==> src/rtl/sems_pkg.sv <==
package sems_pkg;

  localparam logic [1:0] FUNC_TICK    = 2'd0;
  localparam logic [1:0] FUNC_EE_READ = 2'd1;
  localparam logic [1:0] FUNC_LIU_RD  = 2'd2;
  localparam logic [1:0] FUNC_LIU_WR  = 2'd3;

  localparam logic [1:0] TGT_NONE = 2'd0;
  localparam logic [1:0] TGT_EE   = 2'd1;

  typedef struct packed {
    logic [1:0] func;
    logic [5:0] addr;
    logic [4:0] wdata;
    logic       port;
    logic       serial_in;
  } sems_in_t;

  typedef struct packed {
    logic        chip_sel;
    logic        serial_clk;
    logic        serial_out;
    logic [1:0]  target;
    logic        busy_res;
    logic        done_res;
    logic [15:0] read_data;
  } sems_out_t;

endpackage

==> src/rtl/serial_eeprom_and_liu_shift_master_core.sv <==
// Three-wire serial master for a 93C46-style EEPROM and a line-interface unit.
// Every input beat is one tick of the bit sequencer. A beat with func set to
// a command starts a transaction when the master is idle and is treated as a
// plain tick while busy. Each input beat yields exactly one result beat with
// the pin levels for that tick, the selected target, busy and done flags, and
// the assembled read word on the done beat.
// Input channel: in_valid / in_stall / in_data. Result channel: out_valid /
// out_stall / out_data. A beat moves when valid is high and stall is low.
// An accepted beat's result is registered in the output or skid register.
// Throughput is one beat per cycle while in_stall is low: the sequencer state
// advances from the current state and the input beat on each accepted beat.
// A two-entry result stage (output register plus skid register) lets the
// master take a new beat while a result waits; in_stall rises only once both
// entries are full and comes straight from a register.
// Reset (rst_n low, synchronous) returns the sequencer to idle and empties
// the result stage. While the receiver stalls, out_data holds its value.
module serial_eeprom_and_liu_shift_master_core (
  input  logic                clk,
  input  logic                rst_n,
  input  logic                in_valid,
  output logic                in_stall,
  input  sems_pkg::sems_in_t  in_data,
  output logic                out_valid,
  input  logic                out_stall,
  output sems_pkg::sems_out_t out_data
);
  import sems_pkg::*;

  localparam logic [1:0] MODE_IDLE = 2'd0;
  localparam logic [1:0] MODE_EE   = 2'd1;
  localparam logic [1:0] MODE_LRD  = 2'd2;
  localparam logic [1:0] MODE_LWR  = 2'd3;

  logic [1:0]  mode_r, mode_nxt;
  logic [4:0]  bit_idx_r, bit_idx_nxt;
  logic [1:0]  phase_r, phase_nxt;
  logic [15:0] out_shift_r, out_shift_nxt;
  logic [15:0] in_shift_r, in_shift_nxt;
  logic        port_held_r, port_held_nxt;

  sems_out_t   res;
  sems_out_t   out_r, skid_r;
  logic        out_valid_r, skid_valid_r;

  logic        accept;
  logic        out_free;
  logic [4:0]  wbits, tbits, idx, idx_n;
  logic [1:0]  ph;
  logic [15:0] s;

  assign accept   = in_valid && !skid_valid_r;
  assign out_free = !out_valid_r || !out_stall;

  assign in_stall  = skid_valid_r;
  assign out_valid = out_valid_r;
  assign out_data  = out_r;

  always_comb begin
    mode_nxt      = mode_r;
    bit_idx_nxt   = bit_idx_r;
    phase_nxt     = phase_r;
    out_shift_nxt = out_shift_r;
    in_shift_nxt  = in_shift_r;
    port_held_nxt = port_held_r;
    res           = '0;
    s             = '0;
    idx           = bit_idx_r;
    idx_n         = bit_idx_r;
    ph            = (phase_r == 2'd3) ? 2'd0 : phase_r;
    wbits = (mode_r == MODE_EE) ? 5'd10 : ((mode_r == MODE_LRD) ? 5'd8 : 5'd16);
    tbits = (mode_r == MODE_EE) ? 5'd26 : 5'd16;

    if (mode_r == MODE_IDLE) begin
      if (in_data.func != FUNC_TICK) begin
        if (in_data.func == FUNC_EE_READ) begin
          // Start bits 0,1,1,0, then the address MSB first.
          s[3:0] = 4'b0110;
          for (int i = 0; i < 6; i++) begin
            s[9 - i] = in_data.addr[i];
          end
        end else begin
          s[0]   = (in_data.func == FUNC_LIU_RD);
          s[4:1] = in_data.addr[3:0];
          if (in_data.func == FUNC_LIU_WR) begin
            s[12:8] = in_data.wdata;
          end
        end
        mode_nxt      = in_data.func;
        bit_idx_nxt   = '0;
        phase_nxt     = '0;
        out_shift_nxt = s;
        in_shift_nxt  = '0;
        port_held_nxt = in_data.port;
        res.chip_sel  = 1'b1;
        res.busy_res  = 1'b1;
        res.target    = (in_data.func == FUNC_EE_READ) ? TGT_EE : {1'b1, in_data.port};
      end
    end else begin
      res.chip_sel = 1'b1;
      res.target   = (mode_r == MODE_EE) ? TGT_EE : {1'b1, port_held_r};
      if (idx < wbits) begin
        res.serial_out = out_shift_r[idx[3:0]];
        if (ph == 2'd0) begin
          phase_nxt = 2'd1;
        end else if (ph == 2'd1) begin
          res.serial_clk = 1'b1;
          phase_nxt      = 2'd2;
        end else begin
          phase_nxt = 2'd0;
          idx_n     = idx + 5'd1;
        end
      end else begin
        if (ph == 2'd0) begin
          res.serial_clk = 1'b1;
          if (mode_r == MODE_EE) begin
            in_shift_nxt = {in_shift_r[14:0], in_data.serial_in};
          end else begin
            // LIU read bits start at bit 8, so the low three index bits
            // give the bit position, LSB first.
            in_shift_nxt[{1'b0, idx[2:0]}] = in_shift_r[{1'b0, idx[2:0]}] | in_data.serial_in;
          end
          phase_nxt = 2'd1;
        end else begin
          phase_nxt = 2'd0;
          idx_n     = idx + 5'd1;
        end
      end
      bit_idx_nxt = idx_n;
      if (idx_n >= tbits) begin
        res.done_res = 1'b1;
        if (mode_r == MODE_EE) begin
          res.read_data = {in_shift_nxt[7:0], in_shift_nxt[15:8]};
        end else if (mode_r == MODE_LRD) begin
          res.read_data = {8'd0, in_shift_nxt[7:0]};
        end
        mode_nxt    = MODE_IDLE;
        bit_idx_nxt = '0;
        phase_nxt   = '0;
      end else begin
        res.busy_res = 1'b1;
      end
    end
  end

  always_ff @(posedge clk) begin
    if (!rst_n) begin
      mode_r      <= MODE_IDLE;
      bit_idx_r   <= '0;
      phase_r     <= '0;
      out_shift_r <= '0;
      in_shift_r  <= '0;
      port_held_r <= 1'b0;
    end else if (accept) begin
      mode_r      <= mode_nxt;
      bit_idx_r   <= bit_idx_nxt;
      phase_r     <= phase_nxt;
      out_shift_r <= out_shift_nxt;
      in_shift_r  <= in_shift_nxt;
      port_held_r <= port_held_nxt;
    end
  end

  always_ff @(posedge clk) begin
    if (!rst_n) begin
      out_valid_r  <= 1'b0;
      skid_valid_r <= 1'b0;
    end else if (out_free) begin
      if (skid_valid_r) begin
        out_valid_r  <= 1'b1;
        skid_valid_r <= 1'b0;
      end else begin
        out_valid_r <= accept;
      end
    end else if (accept) begin
      skid_valid_r <= 1'b1;
    end
  end

  always_ff @(posedge clk) begin
    if (out_free) begin
      if (skid_valid_r) begin
        out_r <= skid_r;
      end else if (accept) begin
        out_r <= res;
      end
    end else if (accept) begin
      skid_r <= res;
    end
  end

endmodule

==> config.mk <==
export PLATFORM = sky130hd
export DESIGN_NAME = serial_eeprom_and_liu_shift_master_core
export DESIGN_NICKNAME = d
export VERILOG_FILES = /design/src/rtl/sems_pkg.sv /design/src/rtl/serial_eeprom_and_liu_shift_master_core.sv
export SDC_FILE = /design/constraint.sdc
export NUM_CORES = 1
export LEC_CHECK = 0
export ABC_AREA = 1
export BUFFER_PORTS_ARGS = -buffer_cell sky130_fd_sc_hd__buf_2
export CAP_MARGIN = 20
export CORE_MARGIN = 5
export CORE_UTILIZATION = 62
export CTS_BUF_LIST = sky130_fd_sc_hd__clkbuf_8
export CTS_CLUSTER_SIZE = 12
export DETAILED_ROUTE_END_ITERATION = 7
export MAX_ROUTING_LAYER = met4
export PLACE_DENSITY = 0.83
export SLEW_MARGIN = 5
export SYNTH_ARGS = -nofsm -noshare
export SYNTH_HDL_FRONTEND = slang
export SYNTH_SLANG_ARGS = --single-unit
==> constraint.sdc <==
create_clock -name clk -period 3.2 [get_ports clk]
set_input_delay 0.48 -clock clk [delete_from_list [all_inputs] [get_ports clk]]
set_output_delay 0.48 -clock clk [all_outputs]
set_load 0.01 [all_outputs]
==> results of run 1 <==
-- through the flow --
stage | setup WS [ns] | instances
after floorplan | 0.345 | 606
after global placement | 0.174 | 736
after detailed placement | 0.0159 | 736
after CTS | 0.0915 | 752
after global routing | -0.0261 | 755
final | 0.204 | 755
-- timing repair --
| action | 4_1_cts | 5_1_grt |
|---|---|---|
| resized for setup | 1 | 10 |
| setup endpoints to repair | 2 | 32 |
| buffers inserted | 0 | 1 |
| gates cloned | 0 | 1 |
| pin swaps | 0 | 1 |
| hold buffers | 0 | 0 |
-- logic make-up after synthesis --
| logic type | synth area share (%) |
|---|---|
| xor gates and xnor gates | 0.190 |
| adders and majority gates | 2.71 |
| buffers and inverters | 8.23 |
| AOI/OAI and AO/OA | 10.6 |
| and+or+nand+nor | 30.2 |
| DFF | 47.6 |
| muxes | 0.433 |
-- cell type report --
class	count	area (um^2)	share of cell area (%)
clock inverters	7	53.8	1.04
well taps	99	124	2.38
inverters	76	293	5.64
clock buffers	9	124	2.38
flip-flops and latches	87	2200	42.4
repair buffers	52	303	5.83
multi-input cells	425	2090	40.3
-- critical path, cell delays in order, from the launching register on --
cell and delay [ns]:
dfxtp_2 0.35, inv_1 0.06, ha_1 0.29, inv_1 0.05
ha_1 0.27, nand2_1 0.08, inv_2 0.06, a21oi_4 0.19
o21ai_2 0.09, o21a_1 0.19, ha_1 0.27, inv_1 0.04
nor2_1 0.17, nand3_2 0.14, nand3_4 0.13, nand2_8 0.10
nor2_8 0.16, nand3_1 0.11, nand2_1 0.10
-- sequential cells by signal (all words and copies together), names as in the netlist --
register	flops
bit_idx_r	5
phase_r	2
in_shift_r	16
out_data	23
mode_r	2
out_valid	1
skid_r	23
port_held_r	1
out_shift_r	13
in_stall	1
-- placed cells by master, fill, tap and decap left out, drive strengths merged --
cell type  count
nand2        198
inv           79
nor2          64
buf           52
edfxtp        46
nand3         41
dfxtp         41
a21oi         39
o21ai         29
ha            10
or2           10
clkbuf         9
nand4          7
a22oi          7
o22ai          4
a31oi          4
nor3           4
clkinv         4
mux2i          2
xor2           1
o21a           1
o211ai         1
o221ai         1
o21bai         1
a311oi         1
-- report_power, final --
| part | total (mW) | internal (mW) | switching, mW |
|---|---|---|---|
| registers | 1.23 | 1.22 | 0.0181 |
| logic | 0.324 | 0.101 | 0.223 |
| clock network | 0.719 | 0.293 | 0.426 |
| total | 2.28 | 1.61 | 0.668 |
-- metal layers --
| layer | global-route usage [%] | vias to the layer above | wire length, um |
|---|---|---|---|
| met5 | - | - | 0 |
| met4 | 6.19 | 0 | 103 |
| met3 | 5.08 | 9 | 736 |
| met1 | 32.9 | 1923 | 4740 |
| met2 | 40.4 | 149 | 5450 |
| li1 | - | 2066 | - |
-- worst max path at each step --
stage,start,endpoint,slack (ns),cells after the start
6_report,mode_r[0],out_data[10],0.20,18
5_1_grt,mode_r[1],out_data[11],-0.03,18
4_1_cts,mode_r[0],out_data[11],0.09,19
3_5_place_dp,mode_r[0],out_data[17],0.02,20
3_3_place_gp,mode_r[0],out_data[17],0.17,19
2_1_floorplan,mode_r[0],out_data[17],0.35,19
==> metrics, run 1 <==
final setup violation count=0; Tot Pwr=~2.3 mW; fin crit period=approximately 3 ns; Post-route DRC=0; Area growth syn-to-layout=12.4%; Cell Area, Synth=~0.0046 mm^2; cell taking the most area after synthesis=edfxtp_1; Post-DP Area=roughly 0.005 mm^2; worst hold endpoint=out_shift_r[12]; post-synthesis cell count=~610; setup TNS=0 ns; global-route wire length before repair=around 18 mm; CTS tree=yes; I/O pin cnt=44; Via density=roughly 5.5; Hold Crit Depth=3; skew final=~0.015 ns; Clock Tree Buf Depth=2; share of cells above drive strength 1=between 15 and 20%; WL final=between 10 and 15 mm; fillers=a little under 600; Via Count=just over 4,000; Seq/Total Area, Yosys=a little under half; distinct cell type count after synthesis=39; Max Slew Vio Count=0; Hold Path Origin=in_data[6]; number of synthesized flops with an enable pin=between 40 and 50; Post-DP HPWL=8.04 mm; Die Width=about 96 um; WL per Instance=roughly 15 um; drt initial violations=between 300 and 400; Worst setup EP type=flip-flop; TritonCTS Buffers=9; Max-slew headroom=between 40% and 50%; Ys Warns=0; GR Util All Layers=25.1%; top cells by count, synth=nand2_1, inv_1, nor2_1; Worst-Margin Slew=between 0.7 and 0.8 ns; Critical Path RT=around 3.4 ns; Area contributors post-synth=edfxtp_1, dfxtp_1, nand2_1, inv_1, nand3_1; Reg2Reg Setup Slack=0.20 ns; #FFs+latches synth=87; Root Driver=clkbuf_8; fin crit share=between 90% and 100%; LEAKAGE=between 2 and 2.5 nW; TritonRoute pass-1 iters=5; initial antenna violation count=0; CP Launch Type=flip-flop; Placement Rows=31; max-capacitance violation count=0; Synth Area per Inst=7.63 um^2; Core Util, Final=between 70% and 80%; die footprint=just over 0.009 mm^2; worst reg2reg path endpoint=out_data[10]; CTS H-tree depth=3; Worst Path Max Fanout=6; Final nets=680; DIE HEIGHT=a little under 100 um; design area=0.00519 mm^2; Cell Pwr Density=439 mW/mm^2; number of antenna cells inserted=0; Worst-path clk slew=~0.09 ns; Synth top area share=around 30%; IO buf count=43; WP data arrival=between 3 and 4 ns; ANT nets after route=0; largest net degree at the start of global routing=34; worst ir drop on vdd=about 0.00025 V; Max Freq=around 0.33 GHz; Initial Utilization=between 60% and 70%; Remaining Overflow, GRT=0; clk sinks=between 80 and 90; worst reg2reg path depth=18; count leader, synth=nand2_1; Syn Nets=around 640; worst skew pair latency=around 0.37 ns; Top FF cell, synth=edfxtp_1; status=completed; vias in the first global route=approximately 3,700; Fin Hold WS=0.364 ns; Hold Crit Class=primary input to flip-flop; Core Area=about 0.0073 mm^2; CP Class=flip-flop to flip-flop; Hold Fails Final Rpt=0; RR Startpoint=mode_r[0]; Post-synth ARST share=0%; Placer Congestion=0.959
Note: power is estimated with default switching activity, not from simulation.
==> run 2, diff against run 1 <==
==> constraint.sdc (replaced) <==
create_clock -name clk -period 2.9 [get_ports clk]
set_input_delay 0.435 -clock clk [delete_from_list [all_inputs] [get_ports clk]]
set_output_delay 0.435 -clock clk [all_outputs]
set_load 0.01 [all_outputs]
==> run 2 against run 1 <==
  * The run now ends with negative setup slack left
  * Design area grew 5.1%
  * Worst setup slack lost 0.22 ns
  * Wire length grew 6.8%
  * Sequential power grew 11%
  * Utilization grew 3.6 points
  * Clock power grew 24%
  * Maximum frequency grew 2.6%
  * Global-route usage grew 1.8 points
  * Total power grew 17%
  * First-iteration DRC count grew 28%
  * Clock skew grew 0.0076 ns
  * Largest power group unchanged
==> metrics, run 2 (synthesis gave the netlist of run 1 again) <==
fin crit period=about 2.9 ns; Worst Path Max Fanout=8; Hold Fails Final Rpt=0; status=finished with violations; clk sinks=87; TritonCTS Buffers=9; share of cells above drive strength 1=between 20% and 30%; Placer Congestion=~0.93; worst ir drop on vdd=between 0.0002 and 0.0003 V; grt peak-use layer=met2; skew final=0.0223 ns; Remaining Overflow, GRT=0; final setup violation count=3; Max-slew headroom=about half; Max Freq=around 0.34 GHz; largest net degree at the start of global routing=33; Reg2Reg Setup Slack=-0.02 ns; CTS tree=yes; WL per Instance=around 15 um; WL final=around 12 mm; CP Launch Type=flip-flop; worst reg2reg path endpoint=skid_r[8]; I/O pin cnt=between 40 and 50; Worst Setup EP=skid_r[8]; die footprint=a little over 0.009 mm^2; Root Driver=clkbuf_8; RR Startpoint=mode_r[0]; Worst-Margin Slew=0.766 ns; setup TNS=-0.0361 ns; max-capacitance violation count=0; Post-route DRC=0; CP Class=flip-flop to flip-flop; Die Width=just under 100 um; M1 GR Usage=between 30% and 40%; design area=between 0.005 and 0.006 mm^2; GR Util All Layers=between 20% and 30%; most frequent cells in the layout=nand2_1, inv_1, nor2_1; Worst-path clk slew=about 0.11 ns; worst skew pair latency=around 0.37 ns; Post-DP Area=0.00505 mm^2; CTS hold repair buffers=0; RSZ-0062 raised after global routing=true; ANT nets after route=0; LEAKAGE=about 2.5 nW; Clock Tree Buf Depth=2; Post-DP HPWL=a little over 8 mm; DIE HEIGHT=a little under 100 um; global-route wire length before repair=18.6 mm; failing checks=negative setup slack; Placement Rows=31; met2 GRT Util=43.7%; Via density=5.59; WP data arrival=3.14 ns; Critical Path Start=mode_r[0]; Final nets=around 700; IO buf count=43; fin crit share=101%; Max Slew Vio Count=0; Fin Hold WS=about 0.32 ns; number of antenna cells inserted=0; Area growth syn-to-layout=18.1%; worst reg2reg path depth=19; M3 GR Usage=about 4.7%; Core Area=~0.0073 mm^2; Hold Crit Class=primary input to flip-flop; Cell Pwr Density=a little under 500 mW/mm^2; Worst setup EP type=flip-flop; post-route setup slack=-0.0212 ns; Via Count=around 4,300; commonest non-fill, non-tap cell in the layout=nand2_1; Initial Utilization=between 60 and 70%; Critical Path RT=3.12 ns; initial antenna violation count=0; drt initial violations=between 400 and 500; TritonRoute pass-1 iters=6; CTS H-tree depth=3; vias in the first global route=just under 4,000
## run 2: changes by cell type in the layout (fill, tap and decap cells not counted), moves of 4 or more
cell / before / now
buf_4: 8 / 29
inv_1: 70 / 66
nand2_2: 5 / 11
nand2_1: 191 / 185
nand3_1: 39 / 35
## run 2: power by group
group	switching [mW]	internal [mW]	total, mW
combinational	0.267	0.145	0.412
clock	0.481	0.411	0.892
sequential	0.0199	1.34	1.36
## run 2: area by class of cell
class                           instances  area, um^2
Clock buffer                            9         124
Clock inverter                          7        80.1
Fill cell                             525        1800
Inverter                               76         298
Multi-Input combinational cell        425        2190
Sequential cell                        87        2200
Tap cell                               99         124
Timing Repair Buffer                   72         433
Timing Repair inverter                  1        3.75
## run 2: worst min path at each step
stage	startpoint	endpoint	slack, ns	cells past startpoint
5_1_grt	in_data[11]	out_shift_r[5]	0.33	3
4_1_cts	in_data[8]	out_shift_r[2]	0.31	3
3_3_place_gp	port_held_r	port_held_r	0.45	2
6_report	in_data[4]	out_shift_r[10]	0.32	3
2_1_floorplan	port_held_r	port_held_r	0.43	2
3_5_place_dp	port_held_r	port_held_r	0.45	2
## run 2: critical path, stage by stage, from the launching register on
cell	delay, ns
dfxtp_2	0.35
inv_2	0.05
ha_4	0.28
inv_4	0.04
ha_4	0.25
nand2_2	0.04
inv_2	0.07
a21oi_4	0.06
o21ai_2	0.16
nand2_1	0.08
xor2_1	0.16
ha_1	0.31
inv_1	0.05
nor2_1	0.11
nand3_2	0.11
nand3_4	0.12
nand2_8	0.11
nor2_8	0.21
inv_6	0.08
nor2_2	0.11
## run 2: timing repair
item / 4_1_cts / 5_1_grt
cloned: 1 / 1
pin swaps: 7 / 15
setup endpoints to repair: 34 / 45
buffers inserted: 3 / 3
gates resized for setup: 11 / 25
## run 2: per-stage QoR
stage                     setup WS [ns]  util (%)  std cells  total power [mW]
after floorplan                  0.0451         -        606              1.61
after detailed placement         -0.156      69.6        752              1.75
after global routing             -0.148      75.2        776              2.76
final                           -0.0212      75.2        776              2.67
after CTS                      0.000602      73.3        772              2.63
after global placement          -0.0345      69.6        752              1.73
## run 2: per-layer routing
layer | share of wire, % | routed length (um)
met1 | 42 | 4910
met5 | 0 | 0
met2 | 47 | 5600
met3 | 8.0 | 945
met4 | 2.8 | 327
==> run 3, diff against run 2 <==
--- a/config.mk
+++ b/config.mk
@@ -11,7 +11,7 @@
 export CORE_MARGIN = 5
 export CORE_UTILIZATION = 62
 export CTS_BUF_LIST = sky130_fd_sc_hd__clkbuf_8
-export CTS_CLUSTER_SIZE = 12
+export CTS_CLUSTER_SIZE = 20
 export DETAILED_ROUTE_END_ITERATION = 7
 export MAX_ROUTING_LAYER = met4
 export PLACE_DENSITY = 0.83
==> constraint.sdc (replaced) <==
create_clock -name clk -period 3.07 [get_ports clk]
set_input_delay 0.4605 -clock clk [delete_from_list [all_inputs] [get_ports clk]]
set_output_delay 0.4605 -clock clk [all_outputs]
set_load 0.01 [all_outputs]
==> run 3 against run 2 <==
  * Global-route usage grew 0.13 points
  * The run now ends clean
  * Design area is 1.9% lower
  * Largest power group unchanged
  * Non-clock buffer count shrank 14
  * Clock power decreased by 15%
  * Wire length down 1.4%
  * Via count is 1.5% lower
  * Combinational power decreased by 9.7%
==> metrics, run 3 (synthesis gave the netlist of run 1 again) <==
status=completed; Worst-Margin Slew=just over 0.7 ns; Post-route DRC=0; Reg area=between 0.002 and 0.0025 mm^2; Via Count=between 4,000 and 5,000; RSZ-0062 raised after global routing=true; Post-DP Area=about 0.005 mm^2; Top Family by Delay on Critical Path=simple AND/OR/NAND/NOR gates; clk sinks=87; global-route wire length before repair=18.7 mm; IO buf count=between 40 and 50; Final nets=687; worst skew pair latency=approximately 0.37 ns; Core Util, Final=between 70% and 80%; Tot Pwr=roughly 2.4 mW; Critical Path RT=approximately 3.3 ns; WL per Instance=between 15 and 20 um; post-route setup slack=roughly 0.07 ns; CP Class=flip-flop to flip-flop; Clock Tree Buf Depth=2; Hold Path Origin=in_data[4]; commonest non-fill, non-tap cell in the layout=nand2_1; Hold Crit Class=primary input to flip-flop; fin crit share=a little over nine tenths; Via density=~5.6; Worst Path Max Fanout=7; worst hold endpoint=out_shift_r[10]; Post-DP HPWL=between 8 and 9 mm; CTS H-tree depth=3; Max Slew Vio Count=0; Root Driver=clkbuf_8; worst-path cell chain=inv_2 > ha_4 > inv_4 > ha_4 > nand2_2 > inv_2 > a21oi_4 > o21ai_2 > nand2_2 > xor2_2 > ha_1 > inv_1 > nor2_2 > nand3_2 > nand3_4 > nand2_8 > nor2_8 > nand3_2 > nand2_2; worst reg2reg path endpoint=out_data[8]; Die Width=between 90 and 100 um; Core Area=between 0.007 and 0.008 mm^2; slowest CP cell=dfxtp_2; share of cells above drive strength 1=around a fifth; DP Worst Slack=-0.0554 ns; initial antenna violation count=0; ANT nets after route=0; Placement Rows=31; worst reg2reg path depth=19; WP data arrival=3.24 ns; Remaining Overflow, GRT=0; die footprint=0.00928 mm^2; Cell Pwr Density=about 450 mW/mm^2; TritonRoute pass-1 iters=5; DIE HEIGHT=approximately 96 um; CP Launch Type=flip-flop; CTS hold repair buffers=0; skew final=0.0115 ns; design area=about 0.0054 mm^2; I/O pin cnt=44; CTS tree=yes; area of the multi-input gates=roughly 0.0022 mm^2; Hold Fails Final Rpt=0; Area growth syn-to-layout=15.8%; vias in the first global route=3,979; Initial Utilization=around 64%; LEAKAGE=approximately 2.4 nW; final setup violation count=0; CP dominant cell by count=nand2_2; Reg2Reg Setup Slack=0.07 ns; RR Startpoint=mode_r[0]; CP peak stage delay=roughly 0.35 ns; Critical Path Start=mode_r[0]; Max Freq=about 0.33 GHz; Hold Crit Depth=3; drt initial violations=roughly 380; WL final=11.6 mm; GR Util All Layers=about 27%; max-capacitance violation count=0; Placer Congestion=about 0.96; Worst setup EP type=flip-flop; Worst-path clk slew=about 0.090 ns; number of antenna cells inserted=0; largest net degree at the start of global routing=34; most frequent cells in the layout=nand2_1, inv_1, nor2_1; Max-slew headroom=between 50% and 60%; crit path buf inv count=4; fin crit period=~3 ns; TritonCTS Buffers=9; worst ir drop on vdd=about 0.00026 V; fillers=between 500 and 600
-- run 3: changes by cell type in the layout (fill, tap and decap cells not counted), sizes merged --
cell	change
clkinvlp	+1
clkinv	-1
bufinv	-1
inv	+1
buf	-14
-- run 3: layout make-up --
cell class / instances / area share [%]
Inverter: 76 / 5.75
Timing Repair Buffer: 58 / 6.50
Clock buffer: 9 / 2.31
Sequential cell: 87 / 41.2
Tap cell: 99 / 2.31
Clock inverter: 7 / 1.03
Multi-Input combinational cell: 425 / 40.7
Timing Repair inverter: 1 / 0.164
-- run 3: report_power, final --
part | internal, mW | switching, mW
clock | 0.304 | 0.456
combinational | 0.125 | 0.247
sequential | 1.27 | 0.0200
total | 1.70 | 0.722
-- run 3: worst reg2reg max path: stages (launching register included) --
cell and delay, ns:
dfxtp_2 0.35, inv_2 0.05, ha_4 0.29, inv_4 0.04
ha_4 0.25, nand2_2 0.04, inv_2 0.08, a21oi_4 0.06
o21ai_2 0.19, nand2_2 0.09, xor2_2 0.16, ha_1 0.32
inv_1 0.06, nor2_2 0.09, nand3_2 0.11, nand3_4 0.15
nand2_8 0.12, nor2_8 0.23, nand3_2 0.11, nand2_2 0.09
-- run 3: layer usage --
metal	track usage (%)	wire length, um
met3	4.53	847
met2	43.7	5730
met1	34.4	4780
met5	-	0
met4	9.58	258
-- run 3: how the worst max path moves through the flow --
stage	endpoint	cells past startpoint
3_3_place_gp	out_data[17]	19
4_1_cts	out_data[17]	19
3_5_place_dp	out_data[0]	19
5_1_grt	out_data[8]	19
2_1_floorplan	out_data[17]	19
6_report	out_data[8]	19
-- run 3: timing repair --
item,in CTS,in global routing
gates resized for setup,1,34
buffers inserted,0,4
endpoints found under the hold margin,0,0
pin swaps,0,16
setup endpoints to repair,26,43
cloned,0,2
-- run 3: metrics by stage --
step	hold slack, ns	TNS [ns]	std cells
6_report	0.335	0	762
5_1_grt	0.343	-0.760	762
4_1_cts	0.334	0	755
3_5_place_dp	0.459	-0.298	739
3_3_place_gp	0.446	0	739
2_1_floorplan	0.429	0	606
